File: src/rtl/strict_priority_four_queue_scheduler_defines.svh
// Assertion macros for the strict priority four queue scheduler.
`ifndef STRICT_PRIORITY_FOUR_QUEUE_SCHEDULER_DEFINES_SVH
`define STRICT_PRIORITY_FOUR_QUEUE_SCHEDULER_DEFINES_SVH

// Check that a condition holds at every clock edge out of reset.
`define SPQ_ASSERT_ALWAYS(label, cond, msg) \
    label: assert property (@(posedge clk) disable iff (!rst_n) (cond)) \
        else $error(msg);

// Check that a consequence holds in the same cycle as its antecedent.
`define SPQ_ASSERT_IMPLIES(label, ante, cons, msg) \
    label: assert property (@(posedge clk) disable iff (!rst_n) (ante) |-> (cons)) \
        else $error(msg);

`endif

File: src/rtl/spq_pkg.sv
// Package with types, constants and helpers of the strict priority scheduler.
`timescale 1ns / 1ps

package spq_pkg;

    localparam int QUEUE_DEPTH = 64;
    localparam int NUM_CLASSES = 4;
    localparam int TICKET_BITS = 32;
    localparam int PTR_W = $clog2(QUEUE_DEPTH);
    localparam int CNT_W = $clog2(QUEUE_DEPTH + 1);
    localparam int CLS_W = 2;
    localparam int ADDR_W = CLS_W + PTR_W;
    localparam int STORE_DEPTH = NUM_CLASSES * QUEUE_DEPTH;
    localparam int TIME_W = 11;
    localparam int PEAK_W = 9;
    localparam int STAT_W = 16;
    localparam int WAIT_LIMIT = 1439;
    localparam int COUNT_LIMIT = 65535;

    typedef enum logic {
        OP_ARRIVE = 1'b0,
        OP_SERVE  = 1'b1
    } op_t;

    typedef enum logic [1:0] {
        ST_ADDED  = 2'd0,
        ST_SERVED = 2'd1,
        ST_EMPTY  = 2'd2,
        ST_FULL   = 2'd3
    } status_t;

    typedef logic [PTR_W-1:0] ptr_t;
    typedef logic [CNT_W-1:0] count_t;

    typedef struct packed {
        op_t         opcode;
        logic [31:0] ticket;
        logic [1:0]  priority_class;
        logic [10:0] time_minutes;
        logic [1:0]  report_class;
    } req_t;

    typedef struct packed {
        status_t     status;
        logic [31:0] served_ticket;
        logic [1:0]  served_class;
        logic [10:0] wait_time;
        logic [6:0]  depth_emergency;
        logic [6:0]  depth_urgent;
        logic [6:0]  depth_less_urgent;
        logic [6:0]  depth_non_urgent;
        logic [15:0] total_served;
        logic [8:0]  peak_occupancy;
        logic [10:0] longest_wait;
        logic [15:0] class_served_count;
    } rsp_t;

    typedef struct packed {
        logic [TICKET_BITS-1:0] ticket;
        logic [TIME_W-1:0]      time_minutes;
    } entry_t;

    typedef struct packed {
        logic              wr_en;
        logic [ADDR_W-1:0] wr_addr;
        entry_t            wr_data;
        logic              rd_en;
        logic [ADDR_W-1:0] rd_addr;
    } store_req_t;

    typedef struct packed {
        status_t                         status;
        logic [CLS_W-1:0]                cls;
        logic [TIME_W-1:0]               now;
        logic [CLS_W-1:0]                report_class;
        logic [NUM_CLASSES-1:0][CNT_W-1:0] depth;
        logic [PEAK_W-1:0]               peak;
    } stage_b_t;

    function automatic ptr_t ptr_inc(input ptr_t p);
        return (p == PTR_W'(QUEUE_DEPTH - 1)) ? '0 : p + 1'b1;
    endfunction

    function automatic logic [STAT_W-1:0] sat_inc(input logic [STAT_W-1:0] v);
        return (v == STAT_W'(COUNT_LIMIT)) ? v : v + 1'b1;
    endfunction

endpackage

File: src/rtl/spq_queue_ctrl.sv
// Input register, queue pointers and counts, priority select and store access.
`timescale 1ns / 1ps

module spq_queue_ctrl
    import spq_pkg::*;
(
    input  logic       clk,
    input  logic       rst_n,
    input  logic       adv,
    input  logic       req_valid,
    input  req_t       req,
    output store_req_t store_req,
    output logic       b_valid,
    output stage_b_t   b_info
);

    logic              a_valid_reg;
    req_t              a_reg;
    ptr_t              head_reg [NUM_CLASSES];
    ptr_t              head_next [NUM_CLASSES];
    ptr_t              tail_reg [NUM_CLASSES];
    ptr_t              tail_next [NUM_CLASSES];
    count_t            count_reg [NUM_CLASSES];
    count_t            count_next [NUM_CLASSES];
    logic [PEAK_W-1:0] peak_reg;
    logic [PEAK_W-1:0] peak_next;

    logic [CLS_W-1:0]  arr_cls;
    logic [CLS_W-1:0]  sel_cls;
    logic              found;
    logic [PEAK_W-1:0] total;
    status_t           status;

    always_ff @(posedge clk or negedge rst_n)
    begin
        if (!rst_n)
        begin
            a_valid_reg <= 1'b0;
        end
        else if (adv)
        begin
            a_valid_reg <= req_valid;
        end
    end

    always_ff @(posedge clk)
    begin
        if (adv)
        begin
            a_reg <= req;
        end
    end

    always_comb
    begin
        if (int'(a_reg.priority_class) >= NUM_CLASSES)
        begin
            arr_cls = CLS_W'(NUM_CLASSES - 1);
        end
        else
        begin
            arr_cls = a_reg.priority_class;
        end
    end

    always_comb
    begin
        head_next = head_reg;
        tail_next = tail_reg;
        count_next = count_reg;
        peak_next = peak_reg;
        status = ST_ADDED;
        sel_cls = '0;
        found = 1'b0;
        total = '0;
        store_req = '0;
        store_req.wr_data.ticket = a_reg.ticket[TICKET_BITS-1:0];
        store_req.wr_data.time_minutes = a_reg.time_minutes;
        case (a_reg.opcode)
            OP_ARRIVE:
            begin
                sel_cls = arr_cls;
                if (count_reg[arr_cls] >= CNT_W'(QUEUE_DEPTH))
                begin
                    status = ST_FULL;
                end
                else
                begin
                    store_req.wr_en = a_valid_reg && adv;
                    store_req.wr_addr = {arr_cls, tail_reg[arr_cls]};
                    tail_next[arr_cls] = ptr_inc(tail_reg[arr_cls]);
                    count_next[arr_cls] = count_reg[arr_cls] + 1'b1;
                    for (int c = 0; c < NUM_CLASSES; c++)
                    begin
                        total = total + PEAK_W'(count_next[c]);
                    end
                    if (total > peak_reg)
                    begin
                        peak_next = total;
                    end
                end
            end
            OP_SERVE:
            begin
                for (int c = 0; c < NUM_CLASSES; c++)
                begin
                    if (!found && count_reg[c] != '0)
                    begin
                        found = 1'b1;
                        sel_cls = CLS_W'(c);
                    end
                end
                if (!found)
                begin
                    status = ST_EMPTY;
                end
                else
                begin
                    status = ST_SERVED;
                    store_req.rd_en = a_valid_reg && adv;
                    store_req.rd_addr = {sel_cls, head_reg[sel_cls]};
                    head_next[sel_cls] = ptr_inc(head_reg[sel_cls]);
                    count_next[sel_cls] = count_reg[sel_cls] - 1'b1;
                end
            end
            default:
            begin
                status = ST_ADDED;
            end
        endcase
    end

    always_ff @(posedge clk or negedge rst_n)
    begin
        if (!rst_n)
        begin
            for (int c = 0; c < NUM_CLASSES; c++)
            begin
                head_reg[c] <= '0;
                tail_reg[c] <= '0;
                count_reg[c] <= '0;
            end
            peak_reg <= '0;
        end
        else if (adv && a_valid_reg)
        begin
            head_reg <= head_next;
            tail_reg <= tail_next;
            count_reg <= count_next;
            peak_reg <= peak_next;
        end
    end

    always_comb
    begin
        b_info.status = status;
        b_info.cls = sel_cls;
        b_info.now = a_reg.time_minutes;
        b_info.report_class = a_reg.report_class;
        for (int c = 0; c < NUM_CLASSES; c++)
        begin
            b_info.depth[c] = count_next[c];
        end
        b_info.peak = peak_next;
    end

    assign b_valid = a_valid_reg;

endmodule

File: config.mk
export PLATFORM = sky130hd
export DESIGN_NAME = spq_queue_ctrl
export DESIGN_NICKNAME = d
export VERILOG_FILES = /design/src/rtl/strict_priority_four_queue_scheduler_defines.svh /design/src/rtl/spq_pkg.sv /design/src/rtl/spq_queue_ctrl.sv
export SDC_FILE = /design/constraint.sdc
export NUM_CORES = 1
export LEC_CHECK = 0
export BUFFER_PORTS_ARGS = -buffer_cell sky130_fd_sc_hd__buf_2
export CELL_PAD_IN_SITES_DETAIL_PLACEMENT = 0
export CELL_PAD_IN_SITES_GLOBAL_PLACEMENT = 1
export CORE_MARGIN = 3
export CORE_UTILIZATION = 35
export CTS_CLUSTER_DIAMETER = 150
export CTS_CLUSTER_SIZE = 40
export DETAILED_ROUTE_END_ITERATION = 6
export GPL_ROUTABILITY_DRIVEN = 0
export PLACE_DENSITY_LB_ADDON = 0.1
export RECOVER_POWER = 50
export SLEW_MARGIN = 20
export SYNTH_ARGS = -nofsm -noshare
export SYNTH_HDL_FRONTEND = slang
export SYNTH_SLANG_ARGS = --single-unit
File: constraint.sdc
create_clock -name clk -period 17.6 [get_ports clk]
set_input_delay 3.52 -clock clk [delete_from_list [all_inputs] [get_ports clk]]
set_output_delay 3.52 -clock clk [all_outputs]
set_load 0.005 [all_outputs]
# ---- Word-level counts from Yosys, hierarchy flattened
# Cells that the tools add are included.
dict set report word_totals {
  ff_bits 134
  input_bits 52
  output_inout_bits 116
  elab_cells 105
}
dict set report op_classes {
  add_sub_neg 7
  order_cmp 6
  n_eq_ne 2
  muxes 52
  n_bitwise 4
  n_reduce_logical 15
}
# operator count
set ops {}
lappend ops {{9-bit two-way mux} 7}
lappend ops {{28-bit bitwise mux} 2}
lappend ops {{28-bit two-way mux} 2}
lappend ops {{28-bit one-hot mux with 2 select lines} 1}
lappend ops {{24-bit bitwise mux} 2}
lappend ops {{6-bit two-way mux} 8}
lappend ops {{7-bit two-way mux} 6}
lappend ops {{7-bit binary-select mux with 2-bit select} 2}
lappend ops {{7-bit demux with 2-bit select} 2}
lappend ops {{7-bit nonzero test} 4}
lappend ops {{6-bit binary-select mux with 2-bit select} 2}
lappend ops {{6-bit demux with 2-bit select} 2}
lappend ops {{6-bit by 1-bit adder with 6-bit output (second input constant)} 2}
lappend ops {{6-bit == test (second input constant)} 2}
lappend ops {{2-bit two-way mux} 5}
lappend ops {{8-bit by 7-bit adder with 9-bit output} 1}
lappend ops {{9-bit by 7-bit adder with 9-bit output} 1}
lappend ops {{9-bit greater-than comparator} 1}
lappend ops {{1-bit two-way mux} 9}
lappend ops {{7-bit by 7-bit adder with 8-bit output} 1}
lappend ops {{2-bit one-hot mux with 2 select lines} 2}
lappend ops {{7-bit by 1-bit adder with 7-bit output (second input constant)} 1}
lappend ops {{7-bit greater-or-equal comparator (second input constant)} 1}
lappend ops {{7-bit by 1-bit subtractor with 7-bit output (second input constant)} 1}
lappend ops {{other kinds (7)} 19}

# ---- Longest topological paths before layout
dict set report depth {
  word_depth 23
  ltp_mapped 27
}

# ---- Worst setup path after synthesis
# Ideal clock, no wire load.
dict set report synth_path {
  path_type {reg-to-output}
  from {reg a_reg, in the netlist arr_cls[1]}
  to {out b_info[4] (netlist bit)}
  arrival_time_ns 5.485
  t_required_ns 14.080
  path_slack_ns 8.595
  stages_incl_launch_ff 26
  path_buffers 3
  path_cell_list {edfxtp_1 > clkbuf_1 > buf_1 > inv_1 > nor2_1 > nand2_1 > xnor2_1 > fa_1 > inv_1 > fa_1 > inv_1 > ha_1 > a21o_1 > a21oi_1 > o21bai_1 > a21oi_1 > nor2b_1 > o21ai_0 > nand2b_1 > ha_1 > nand2_1 > nor2_1 > a41oi_1 > o21ai_1 > clkbuf_1 > mux2_2}
}
# item line_no
set synth_rtl {}
lappend synth_rtl {{from (decl)} spq_queue_ctrl.sv:18} ;# req_t a_reg;
lappend synth_rtl {{from (signal assigned)} spq_queue_ctrl.sv:50} ;# a_reg <= req;
lappend synth_rtl {{to (decl)} spq_queue_ctrl.sv:14} ;# output stage_b_t b_info

==> metrics.yaml <==
status: "finished, violations left"
violations: "capacitance limit, slew limit"
dp_cells: 1242
slew_headroom_pct: -117
dr.pass1.iters: 5
die_x_um: 162
areaGrowthSynthToFinish_pct: 15.9
syn_area_per_cell_um2: 10.1
finalSetupTns_ns: 0
cts.sinks: 134
async_reset_ff_share_pct: 64.2
power.leakage_nw: 4.37
grt_max_degree: 59
drive_above_1_share_pct: 30.4
worst_pin_slew_ns: 3.25
antenna_found_initial: 0
cp-start-kind: "register"
synthesis.instances: 839
num_vias: 6648
drtAntennaViolNets: 0
drc: 0
via_per_inst: 5.22
critPathMaxFanout: 27
nNetsFinal: 1030
grt_pass1_wl_um: 38600
largest_reg_flops: 32
critical-path-slowest-cell: "o21ai_1"
path_buf_inv: 4
worst_hold_slack_ns: 0.481
p_per_area_mw_per_mm2: 236
fin_crit_sh_pct: 58.7
max_freq_mhz: 96.8
synth_top_cell_by_area: "dfrtp_1"
cts_buffer_depth: 2
die_y_um: 162
post_cts_buffers: 0
fin_crit_ns: 10.33
finalSetupViolations: 0
syn_nets: 927
port_buffers: 167
rsz0062_at_grt: "no"
hold_buffers: 0
maxCapViolCount: 3
grt_use_total_pct: 19.1
clk_latency_ns: 0.42
core-area_mm2: 0.0237
crit_arrival_ns: 6.81
slew_viol_final: 142
cts-root-buf: "clkbuf_16"
layout.cells.non_filler: 1274
synth_top_area_share_pct: 25.3
synthTopCellsByCount: "dfrtp_1 (86), nand2_1 (86), nor2_1 (64), o21ai_0 (61), buf_4 (57)"
synth-seq-cells: 134
antenna-diode-count: 0
critPathRequiredTime_ns: 14.08
synth_edf_count: 48
grt_pass1_vias: 6420
critPathKind: "reg -> out"
start_util_pct: 35.9
cts.htree.levels: 4
cp_top_family: "compound AO/OA/AOI/OAI gates"
fin_worst_skew_ns: 0.00937
synth_area_leaders: "dfrtp_1 (25%), edfxtp_1 (17%), mux2_2 (7.0%)"
rows: 56
irDropWorstVdd_uv: 130
crit_chain: "buf_4 > mux4_2 > nand3_1 > xor2_1 > o21ai_0 > fa_1 > inv_1 > fa_1 > inv_1 > ha_1 > a21oi_1 > o21bai_1 > a21oi_1 > nor2b_1 > o21ai_0 > nand2b_1 > ha_1 > nand2_1 > a211oi_1 > o21ai_1 > mux2_2 > buf_2"
netlist_area_mm2: 0.00850
cts_tree: "built"
avgRoutedWirePerCell_um: 19.6
critPathCaptureType: "primary output"
overflow: 0
ios: 168
first_iter_violations: 428
cts_inserted_buffers: 17
yosysSeqAreaShare_pct: 42.3
ctsResizeCount: 0
design_area_mm2: 0.00985
hp-class: "reg -> reg"
ys_warn_count: 0
cpPeakStageDelay_ns: 0.75
synth.lib_cells_used.distinct: 72
dieArea_mm2: 0.0262
hpwl_um: 18300
wirelength_um: 25000
final.fill_count: 2419
place_area_mm2: 0.00924
clk_pin_slew_ns: 0.07
finalHoldViolations: 0
synth_ff_type: "dfrtp_1"
## path summary, 6_finish.rpt
| check | from | end | slack, ns | depth (start not counted) |
|---|---|---|---|---|
| max in group asynchronous | rst_n | count_reg[18]$_DFFE_PN0P_ | 10.27 | 2 |
| setup / recovery | arr_cls[0]$_DFFE_PP_ | b_info[1] | 7.27 | 22 |
| hold / removal | head_reg[6]$_DFFE_PN0P_ | head_reg[6]$_DFFE_PN0P_ | 0.48 | 2 |
| min in group asynchronous | rst_n | tail_reg[17]$_DFFE_PN0P_ | 3.52 | 1 |
| hold reg to reg | head_reg[6]$_DFFE_PN0P_ | head_reg[6]$_DFFE_PN0P_ | 0.48 | 2 |
| setup reg to reg | arr_cls[0]$_DFFE_PP_ | peak_reg[3]$_DFFE_PN0P_ | 10.77 | 22 |
## report_power, final
| part | internal (mW) | total, mW | switching [mW] |
|---|---|---|---|
| sequential | 0.404 | 0.517 | 0.113 |
| clock | 0.218 | 0.380 | 0.162 |
| combinational | 0.638 | 1.43 | 0.795 |
| total | 1.26 | 2.33 | 1.07 |
## worst reg2reg max path: stages, from the launching register on
cell	delay, ns
edfxtp_1	0.33
buf_4	0.38
mux4_2	0.61
nand3_1	0.14
xor2_1	0.42
o21ai_0	0.33
fa_1	0.64
inv_1	0.07
fa_1	0.53
inv_1	0.04
ha_1	0.32
a21oi_1	0.21
o21bai_1	0.09
a21oi_1	0.22
nor2b_1	0.07
o21ai_0	0.14
nand2b_1	0.11
ha_1	0.30
nand2_1	0.10
a211oi_1	0.05
o21ai_1	0.75
nand2b_1	0.47
mux2_2	0.39
## area by class of cell
cell class                 count  area [µm²]  area share [%]
sequential                   134        3590            36.5
multi-input combinational    564        4150            42.2
tap                          319         399            4.05
inverter                      48         180            1.83
timing repair buffer         177         897            9.10
clock inverter                15         205            2.08
clock buffer                  17         425            4.32
## cells by family after synthesis
family | count (synthesis) | share of synthesized area (%)
AO/OA/AOI/OAI | 192 | 14.1
XOR/XNOR | 32 | 3.39
flip-flops | 134 | 42.3
adder cells (fa/ha/maj) | 36 | 6.54
AND/OR/NAND/NOR | 233 | 13.7
multiplexers | 71 | 11.1
buffers and inverters | 141 | 8.86
## cell usage in the layout (no fill, tap or decap), drive strengths merged, types with 3 or more instances in the layout
cell / count
nor2b: 4
fa: 14
inv: 56
mux2: 53
nand4: 3
nor4: 7
edfxtp: 48
nand3: 14
and2: 15
buf: 170
xor2: 11
o21a: 11
a21o: 3
a22oi: 4
clkinv: 4
o21ai: 65
a21oi: 45
mux2i: 5
and3: 8
o211ai: 4
clkbuf: 24
nor3: 18
nor2: 66
dfrtp: 86
o22ai: 11
nand2b: 3
a31oi: 16
xnor2: 21
a211oi: 5
mux4: 13
ha: 22
nand2: 88
## through the flow
step / utilization, % / worst slack [ns] / total power [mW]
2_1_floorplan: - / 8.59 / 1.53
3_3_place_gp: 39.0 / 7.63 / 1.97
3_5_place_dp: 39.0 / 7.65 / 1.97
4_1_cts: 41.7 / 7.16 / 2.36
5_1_grt: 41.6 / 6.65 / 2.57
6_report: 41.6 / 7.27 / 2.33
## metal layers
layer | vias to the layer above | part of all wire [%] | GRT usage (%)
met4 | 0 | 2.0 | 6.09
met3 | 39 | 6.0 | 3.57
met1 | 3227 | 48 | 28.0
li1 | 3137 | - | -
met2 | 245 | 44 | 28.7
met5 | - | 0 | 0
Power figures use the tool's default switching activity.
