[src/rtl/strict_priority_four_queue_scheduler_defines.svh]
// Assertion macros for the strict priority four queue scheduler.
`ifndef STRICT_PRIORITY_FOUR_QUEUE_SCHEDULER_DEFINES_SVH
`define STRICT_PRIORITY_FOUR_QUEUE_SCHEDULER_DEFINES_SVH

// Check that a condition holds at every clock edge out of reset.
`define SPQ_ASSERT_ALWAYS(label, cond, msg) \
    label: assert property (@(posedge clk) disable iff (!rst_n) (cond)) \
        else $error(msg);

// Check that a consequence holds in the same cycle as its antecedent.
`define SPQ_ASSERT_IMPLIES(label, ante, cons, msg) \
    label: assert property (@(posedge clk) disable iff (!rst_n) (ante) |-> (cons)) \
        else $error(msg);

`endif

[src/rtl/spq_pkg.sv]
// Package with types, constants and helpers of the strict priority scheduler.
`timescale 1ns / 1ps

package spq_pkg;

    localparam int QUEUE_DEPTH = 64;
    localparam int NUM_CLASSES = 4;
    localparam int TICKET_BITS = 32;
    localparam int PTR_W = $clog2(QUEUE_DEPTH);
    localparam int CNT_W = $clog2(QUEUE_DEPTH + 1);
    localparam int CLS_W = 2;
    localparam int ADDR_W = CLS_W + PTR_W;
    localparam int STORE_DEPTH = NUM_CLASSES * QUEUE_DEPTH;
    localparam int TIME_W = 11;
    localparam int PEAK_W = 9;
    localparam int STAT_W = 16;
    localparam int WAIT_LIMIT = 1439;
    localparam int COUNT_LIMIT = 65535;

    typedef enum logic {
        OP_ARRIVE = 1'b0,
        OP_SERVE  = 1'b1
    } op_t;

    typedef enum logic [1:0] {
        ST_ADDED  = 2'd0,
        ST_SERVED = 2'd1,
        ST_EMPTY  = 2'd2,
        ST_FULL   = 2'd3
    } status_t;

    typedef logic [PTR_W-1:0] ptr_t;
    typedef logic [CNT_W-1:0] count_t;

    typedef struct packed {
        op_t         opcode;
        logic [31:0] ticket;
        logic [1:0]  priority_class;
        logic [10:0] time_minutes;
        logic [1:0]  report_class;
    } req_t;

    typedef struct packed {
        status_t     status;
        logic [31:0] served_ticket;
        logic [1:0]  served_class;
        logic [10:0] wait_time;
        logic [6:0]  depth_emergency;
        logic [6:0]  depth_urgent;
        logic [6:0]  depth_less_urgent;
        logic [6:0]  depth_non_urgent;
        logic [15:0] total_served;
        logic [8:0]  peak_occupancy;
        logic [10:0] longest_wait;
        logic [15:0] class_served_count;
    } rsp_t;

    typedef struct packed {
        logic [TICKET_BITS-1:0] ticket;
        logic [TIME_W-1:0]      time_minutes;
    } entry_t;

    typedef struct packed {
        logic              wr_en;
        logic [ADDR_W-1:0] wr_addr;
        entry_t            wr_data;
        logic              rd_en;
        logic [ADDR_W-1:0] rd_addr;
    } store_req_t;

    typedef struct packed {
        status_t                         status;
        logic [CLS_W-1:0]                cls;
        logic [TIME_W-1:0]               now;
        logic [CLS_W-1:0]                report_class;
        logic [NUM_CLASSES-1:0][CNT_W-1:0] depth;
        logic [PEAK_W-1:0]               peak;
    } stage_b_t;

    function automatic ptr_t ptr_inc(input ptr_t p);
        return (p == PTR_W'(QUEUE_DEPTH - 1)) ? '0 : p + 1'b1;
    endfunction

    function automatic logic [STAT_W-1:0] sat_inc(input logic [STAT_W-1:0] v);
        return (v == STAT_W'(COUNT_LIMIT)) ? v : v + 1'b1;
    endfunction

endpackage

[src/rtl/spq_stats.sv]
// Wait computation, served statistics and result register.
`timescale 1ns / 1ps

module spq_stats
    import spq_pkg::*;
(
    input  logic     clk,
    input  logic     rst_n,
    input  logic     adv,
    input  logic     b_valid,
    input  stage_b_t b_info,
    input  entry_t   rd_data,
    output logic     rsp_valid,
    output rsp_t     rsp
);

    logic              b_valid_reg;
    stage_b_t          b_reg;
    logic [STAT_W-1:0] served_reg [NUM_CLASSES];
    logic [STAT_W-1:0] served_next [NUM_CLASSES];
    logic [STAT_W-1:0] total_reg;
    logic [STAT_W-1:0] total_next;
    logic [TIME_W-1:0] max_wait_reg;
    logic [TIME_W-1:0] max_wait_next;
    logic              rsp_valid_reg;
    rsp_t              rsp_reg;

    logic [TIME_W-1:0] wait_val;
    logic              served;
    rsp_t              item;

    always_ff @(posedge clk or negedge rst_n)
    begin
        if (!rst_n)
        begin
            b_valid_reg <= 1'b0;
        end
        else if (adv)
        begin
            b_valid_reg <= b_valid;
        end
    end

    always_ff @(posedge clk)
    begin
        if (adv)
        begin
            b_reg <= b_info;
        end
    end

    always_comb
    begin
        served = (b_reg.status == ST_SERVED);
        wait_val = '0;
        served_next = served_reg;
        total_next = total_reg;
        max_wait_next = max_wait_reg;
        if (served)
        begin
            if (b_reg.now > rd_data.time_minutes)
            begin
                wait_val = b_reg.now - rd_data.time_minutes;
            end
            if (wait_val > TIME_W'(WAIT_LIMIT))
            begin
                wait_val = TIME_W'(WAIT_LIMIT);
            end
            if (wait_val > max_wait_reg)
            begin
                max_wait_next = wait_val;
            end
            served_next[b_reg.cls] = sat_inc(served_reg[b_reg.cls]);
            total_next = sat_inc(total_reg);
        end
    end

    always_comb
    begin
        item.status = b_reg.status;
        item.served_ticket = served ? 32'(rd_data.ticket) : '0;
        item.served_class = served ? 2'(b_reg.cls) : '0;
        item.wait_time = 11'(wait_val);
        item.depth_emergency = 7'(b_reg.depth[0]);
        item.depth_urgent = 7'(b_reg.depth[1]);
        item.depth_less_urgent = 7'(b_reg.depth[2]);
        item.depth_non_urgent = 7'(b_reg.depth[3]);
        item.total_served = 16'(total_next);
        item.peak_occupancy = 9'(b_reg.peak);
        item.longest_wait = 11'(max_wait_next);
        if (int'(b_reg.report_class) < NUM_CLASSES)
        begin
            item.class_served_count = 16'(served_next[b_reg.report_class]);
        end
        else
        begin
            item.class_served_count = '0;
        end
    end

    always_ff @(posedge clk or negedge rst_n)
    begin
        if (!rst_n)
        begin
            for (int c = 0; c < NUM_CLASSES; c++)
            begin
                served_reg[c] <= '0;
            end
            total_reg <= '0;
            max_wait_reg <= '0;
        end
        else if (adv && b_valid_reg)
        begin
            served_reg <= served_next;
            total_reg <= total_next;
            max_wait_reg <= max_wait_next;
        end
    end

    always_ff @(posedge clk or negedge rst_n)
    begin
        if (!rst_n)
        begin
            rsp_valid_reg <= 1'b0;
        end
        else if (adv)
        begin
            rsp_valid_reg <= b_valid_reg;
        end
    end

    always_ff @(posedge clk)
    begin
        if (adv && b_valid_reg)
        begin
            rsp_reg <= item;
        end
    end

    assign rsp_valid = rsp_valid_reg;
    assign rsp = rsp_reg;

endmodule

[config.mk]
export PLATFORM = sky130hd
export DESIGN_NAME = spq_stats
export DESIGN_NICKNAME = d
export VERILOG_FILES = /design/src/rtl/strict_priority_four_queue_scheduler_defines.svh /design/src/rtl/spq_pkg.sv /design/src/rtl/spq_stats.sv
export SDC_FILE = /design/constraint.sdc
export NUM_CORES = 1
export LEC_CHECK = 0
export ABC_AREA = 0
export ABC_CLOCK_PERIOD_IN_PS = 5300
export BUFFER_PORTS_ARGS = -buffer_cell sky130_fd_sc_hd__buf_2
export CORE_ASPECT_RATIO = 1.1
export CORE_MARGIN = 10
export CORE_UTILIZATION = 51
export DETAILED_ROUTE_END_ITERATION = 8
export GPL_TIMING_DRIVEN = 0
export PLACE_DENSITY = 0.77
export RECOVER_POWER = 100
export SLEW_MARGIN = 20
export SYNTH_ARGS = -nofsm -noshare
export SYNTH_HDL_FRONTEND = slang
export SYNTH_SLANG_ARGS = --single-unit
export TNS_END_PERCENT = 10
[constraint.sdc]
create_clock -name clk -period 5.3 [get_ports clk]
set_input_delay 0.53 -clock clk [delete_from_list [all_inputs] [get_ports clk]]
set_output_delay 0.53 -clock clk [all_outputs]
set_load 0.1 [all_outputs]
==> After elaboration in Yosys (flattened, before gate mapping) <==
Index checks and enable logic that the tools add are counted.
{ "op_classes": {"addsub": 3, "mul": 0, "div": 0, "magnitude_cmp": 6, "eq_ne": 3, "shift": 0, "muxes": 19, "n_bitwise": 2, "reduce_logical": 2} }
{ "op_table": {"columns": ["operator", "count"], "rows": [
  ["2-to-1 mux 16 bit", 8],
  ["2-to-1 mux 11 bit", 6],
  ["binary-select mux 16 bit (select 2 bit)", 2],
  ["bitwise mux 64 bit", 1],
  ["2-to-1 mux 64 bit", 1],
  ["adder 16 x 1 -> 16 bit (second input constant)", 2],
  ["demux 16 bit (select 2 bit)", 1],
  ["== test 16 bit (second input constant)", 2],
  ["> comparator 11 bit", 2],
  ["> comparator 11 bit (second input constant)", 1],
  ["subtractor 11 bit", 1],
  [">= comparator 3 bit (second input constant)", 2],
  ["inverter 2 -> 3 bit", 2],
  ["< comparator 3 x 1 -> 1 bit (second input constant)", 1],
  ["== test 2 x 1 -> 1 bit (second input constant)", 1],
  ["logical AND 1 bit", 2]
]} }
{ "word_totals": {"reg_bits": 274, "latch_bits": 0, "mem_bits_rw": 0, "romBits": 0, "input_bits": 101, "out_inout_bits": 128, "word_cells": 64, "mem_count": 0} }

==> Longest topological paths before layout <==
{ "logic_depth": {"ltp_word": 11, "depth_mapped": 24, "depth_no_buf": 21} }

==> Least setup slack after synthesis <==
No wires, ideal clock.
{ "synth_timing": {"path_type": "input to register", "start": "input adv", "end": "register max_wait_reg[0]", "t_arrival_ps": 5176, "required_time_ps": 5205, "setup_slack_ps": 29, "path_stages": 6, "path_buffers": 2, "path_cell_list": "nand2_1 inv_1 clkbuf_1 clkbuf_1 a21oi_1 a31oi_1"} }
{ "synth_via": {"elab_chain_len": 1} }
{ "synth_lines": {"columns": ["element", "line_no", "rtl"], "rows": [
  ["start, declared", "spq_stats.sv:9", "input logic adv,"],
  ["logical AND 1 bit", "spq_stats.sv:112", "else if (adv && b_valid_reg)"],
  ["end signal, assigned", "spq_stats.sv:116", "max_wait_reg <= max_wait_next;"],
  ["end, declared", "spq_stats.sv:23", "logic [TIME_W-1:0] max_wait_reg;"]
]} }
Every way passes these cells.
A chain may end at the register's enable or synchronous reset.

==> PnR_summary.wiki <==
{| class="wikitable"
! Metric !! Value
|-
| CTS Buf Count || 28
|-
| Number of rows created at floorplan || 60
|-
| Vias || 9526
|-
| Horiz. Die Dim || 170.0 µm
|-
| Failing checks || capacitance limit, slew limit
|-
| Xor-xnor portion of the synthesized cell area || 2.418%
|-
| Final count of negative-setup-slack endpoints || 0
|-
| Clock latency of the later-clocked register in the worst-skew pair || 540 ps
|-
| Cell-by-cell trace of the critical path || inv_1, ha_1, inv_1, fa_1, a21o_1, a21oi_2, o21a_1, o31ai_1, xor2_1, nand2_1, or2_1, clkbuf_2, nand2_1, ha_1, nor2b_1, o21a_1, o21a_1, o211ai_1, a21oi_1, o21a_2, clkbuf_2, nor2_1, a31oi_1
|-
| Routability congestion estimate || 0.9353
|-
| Number of synthesized flops with an enable pin || 181
|-
| Layout Skew || 13.73 ps
|-
| Area of the die || 0.03146 mm²
|-
| Number of placed cells counting well taps || 1616
|-
| Clock-pin transition on the worst setup and hold timing paths || 70 ps
|-
| Post-synthesis sequential area ratio || 61.47%
|-
| CTS H-Tree Depth || 1
|-
| Peak Freq || 202.1 MHz
|-
| Distinct cell type count after synthesis || 62
|-
| Met2 global-route usage || 36.32%
|-
| Number of design-rule violations left by the first detailed-router iteration || 790
|-
| Synthesized netlist net count || 1201
|-
| Worst Path Arrival || 5220 ps
|-
| DRC Markers || 0
|-
| Commonest cells post-synth || 181 x sky130_fd_sc_hd__edfxtp_1, 155 x sky130_fd_sc_hd__nand2_1, 97 x sky130_fd_sc_hd__o21ai_0
|-
| Overflow after GRT || 0
|-
| Initial Util || 51.75%
|-
| Port-buffer cells || 228
|-
| Antenna viol nets, final || 0
|-
| Combinational family with the most area after synthesis || simple AND/OR/NAND/NOR gates
|-
| Most congested layer reported by global routing || met2
|-
| Setup tns final || 0 ps
|-
| Fraction of the core area covered by cells at the end of the flow || 61.76%
|-
| Post-detailed-placement cell area || 0.01425 mm²
|-
| Endpoint required time on the critical path || 5580 ps
|-
| Worst slew pin tran || 3133 ps
|-
| Clock tree from TritonCTS || built
|-
| Final design instance area without fill || 0.01507 mm²
|-
| Fraction of final layout cells sized beyond drive strength 1 || 15.23%
|-
| Share of cell area taken by muxes after synthesis || 6.153%
|-
| Wire per inst || 20.19 µm
|-
| Vertical die dimension || 185.0 µm
|-
| Slowest cell on crit path || sky130_fd_sc_hd__fa_1
|-
| Area fraction in and, or, nand and nor cells after synthesis || 13.12%
|-
| Number of antenna violations at the first check in global routing || 6
|-
| Worst hold-check slack || 164.8 ps
|-
| Via count of the first global-routing pass || 9599
|-
| Number of pins with negative max-slew slack in the final report || 131
|-
| Met3 layer usage reported by global route || 4.514%
|-
| Area overhead of the layout relative to synthesis || 19.34%
|-
| Pin count of the biggest net entering global routing || 73
|-
| Wire length of the first global-routing pass || 52700 µm
|-
| Post-Syn Area per Cell || 11.75 µm²
|-
| Critical path class || flip-flop to flip-flop
|-
| Via density per instance || 5.691
|-
| Largest driver fanout on the critical path || 10
|-
| Buf+Inv Stages, Crit Path || 4
|-
| Yosys reg bits || 274
|-
| Period utilization || 93.36%
|-
| Cell types occupying the most area after synthesis || sky130_fd_sc_hd__edfxtp_1 43%, sky130_fd_sc_hd__dfrtp_1 18%, sky130_fd_sc_hd__nand2_1 4.6%, sky130_fd_sc_hd__o21ai_0 3.8%, sky130_fd_sc_hd__mux4_2 3.4%
|-
| Fin cells || 1674
|-
| Proportion of synthesized flip-flops having asynchronous set or reset || 33.94%
|-
| Power per standard cell area || 405.2 mW/mm²
|-
| Relative slew margins || -108.8%
|-
| Number of max-capacitance violations reported || 2
|-
| Internal reg-to-reg setup slack || 350 ps
|-
| Pre-Repair DR Iteration Count || 8
|-
| Total wire length after detailed routing || 33800 µm
|-
| Most frequent cell after synthesis || sky130_fd_sc_hd__edfxtp_1
|-
| I/O Pins || 229
|-
| Final Hold Viols || 0
|-
| Placeable Area || 0.02440 mm²
|-
| Cell seen most often among critical-path stages || sky130_fd_sc_hd__o21a_1
|-
| Count of yosys warnings during synthesis || 0
|-
| Hpwl dp || 24320 µm
|-
| Result of the run || complete, but fails checks
|-
| Critical Path Max Stage Delay || 410 ps
|-
| Worst min-delay path category || primary input to flip-flop
|-
| RSZ-0062 raised after global routing || yes
|-
| Clock Tree Buf Depth || 3
|-
| Synthesized-area fraction occupied by ao, oa, aoi and oai cells || 11.31%
|-
| Leakage power summed over all cells || 5.780 nW
|-
| Delay-heaviest family, CP || compound AO/OA/AOI/OAI gates
|-
| Post-synth top flop || sky130_fd_sc_hd__edfxtp_1
|-
| Final #Nets || 1463
|-
| Most area-hungry cell type in the Yosys netlist || sky130_fd_sc_hd__edfxtp_1
|-
| Area fraction of the dominant cell type after synthesis || 43.04%
|-
| Master cell of the clock root buffer || sky130_fd_sc_hd__clkbuf_16
|-
| Post-Synth Adder-Cell Area || 2.537%
|-
| Number of flip-flops under the largest register name || 127
|-
| Post-synthesis instance area || 0.01263 mm²
|-
| Synthesized instance count || 1075
|-
| Max VDD drop || 0.2442 mV
|-
| Category of the worst setup path capture point || flip-flop
|-
| Sinks on Clock Net || 274
|-
| Global routing met1 resource utilization || 25.27%
|-
| Overall routing resource usage || 21.04%
|-
| Setup crit start kind || flip-flop
|-
| Final Critical Period || 4948 ps
|}
==> path summary, 6_finish.rpt <==
path | startpoint | end | cells after the start
setup reg to reg | b_reg[39] | rsp[20] | 23
setup / recovery | b_reg[39] | rsp[20] | 23
min in group asynchronous | rst_n | served_reg[44] | 2
hold / removal | b_info[22] | b_reg[22] | 1
hold reg to reg | b_reg[8] | rsp[35] | 0
max in group asynchronous | rst_n | max_wait_reg[3] | 3
==> layout by cell type (no fill, tap or decap), types with 4 or more instances in the layout <==
cell,n
sky130_fd_sc_hd__edfxtp_1,181
sky130_fd_sc_hd__xnor2_1,18
sky130_fd_sc_hd__a21o_1,8
sky130_fd_sc_hd__o41ai_1,4
sky130_fd_sc_hd__o21a_1,4
sky130_fd_sc_hd__mux2i_1,9
sky130_fd_sc_hd__nand2b_1,12
sky130_fd_sc_hd__mux4_2,19
sky130_fd_sc_hd__nand3_1,26
sky130_fd_sc_hd__buf_2,101
sky130_fd_sc_hd__nand4_1,14
sky130_fd_sc_hd__nand2_1,155
sky130_fd_sc_hd__inv_1,39
sky130_fd_sc_hd__clkbuf_16,29
sky130_fd_sc_hd__bufinv_16,4
sky130_fd_sc_hd__nor3_1,16
sky130_fd_sc_hd__and2_0,23
sky130_fd_sc_hd__diode_2,5
sky130_fd_sc_hd__or3_1,4
sky130_fd_sc_hd__and3_1,5
sky130_fd_sc_hd__and2_1,14
sky130_fd_sc_hd__clkbuf_1,181
sky130_fd_sc_hd__a21oi_1,51
sky130_fd_sc_hd__o21ai_0,97
sky130_fd_sc_hd__a31oi_1,16
sky130_fd_sc_hd__o211ai_1,13
sky130_fd_sc_hd__clkinv_2,4
sky130_fd_sc_hd__nor2_1,55
sky130_fd_sc_hd__mux2_2,21
sky130_fd_sc_hd__a211oi_1,6
sky130_fd_sc_hd__dfrtp_1,93
sky130_fd_sc_hd__clkinv_4,4
sky130_fd_sc_hd__ha_1,24
sky130_fd_sc_hd__o21ai_1,16
sky130_fd_sc_hd__nor2b_1,8
sky130_fd_sc_hd__xor2_1,15
==> where the power goes <==
part           internal (W)  switching (W)
clock               0.00120       0.000811
sequential          0.00252       0.000102
combinational      0.000359        0.00111
==> routing by layer <==
layer  part of all wire (%)  vias up
met3                    8.5       84
met5                  0.038        -
met2                     49      424
met4                    3.4        2
met1                     39     4552
li1                       -     4464
==> logic make-up (layout without fill, tap and decap cells) <==
kind of cell    Yosys count  in the layout
mux                      51             51
simple gates            352            352
flops                   274            274
xor+xnor                 34             34
buf+inv                  94            378
fa+ha+maj                25             25
other cells               0              5
compound gates          245            245
==> stage by stage <==
stage,total power [W],setup WS (ps)
after floorplan,0.003793,29.34
final,0.006106,352.0
after global placement,0.004108,-3060
after global routing,0.006374,-3.392
after detailed placement,0.004131,-726.5
after CTS,0.006160,1.160
==> repair_timing <==
action	4_1_cts	5_1_grt
gates resized for setup	6	7
endpoints found under the setup margin	20	20
pin swaps	0	1
hold buffers	1	0
buffers inserted	0	1
endpoints found under the hold margin	21	0
==> cell type report <==
type / count / area (µm²)
inverter: 39 / 146.4
clock inverter: 17 / 202.7
buffer: 54 / 232.7
tap: 310 / 387.9
antenna: 5 / 12.51
timing repair buffer: 233 / 1049
clock buffer: 35 / 748.2
fill: 1988 / 9329
multi-input combinational: 707 / 4528
sequential: 274 / 7762
Note: power is estimated with default switching activity, not from simulation.
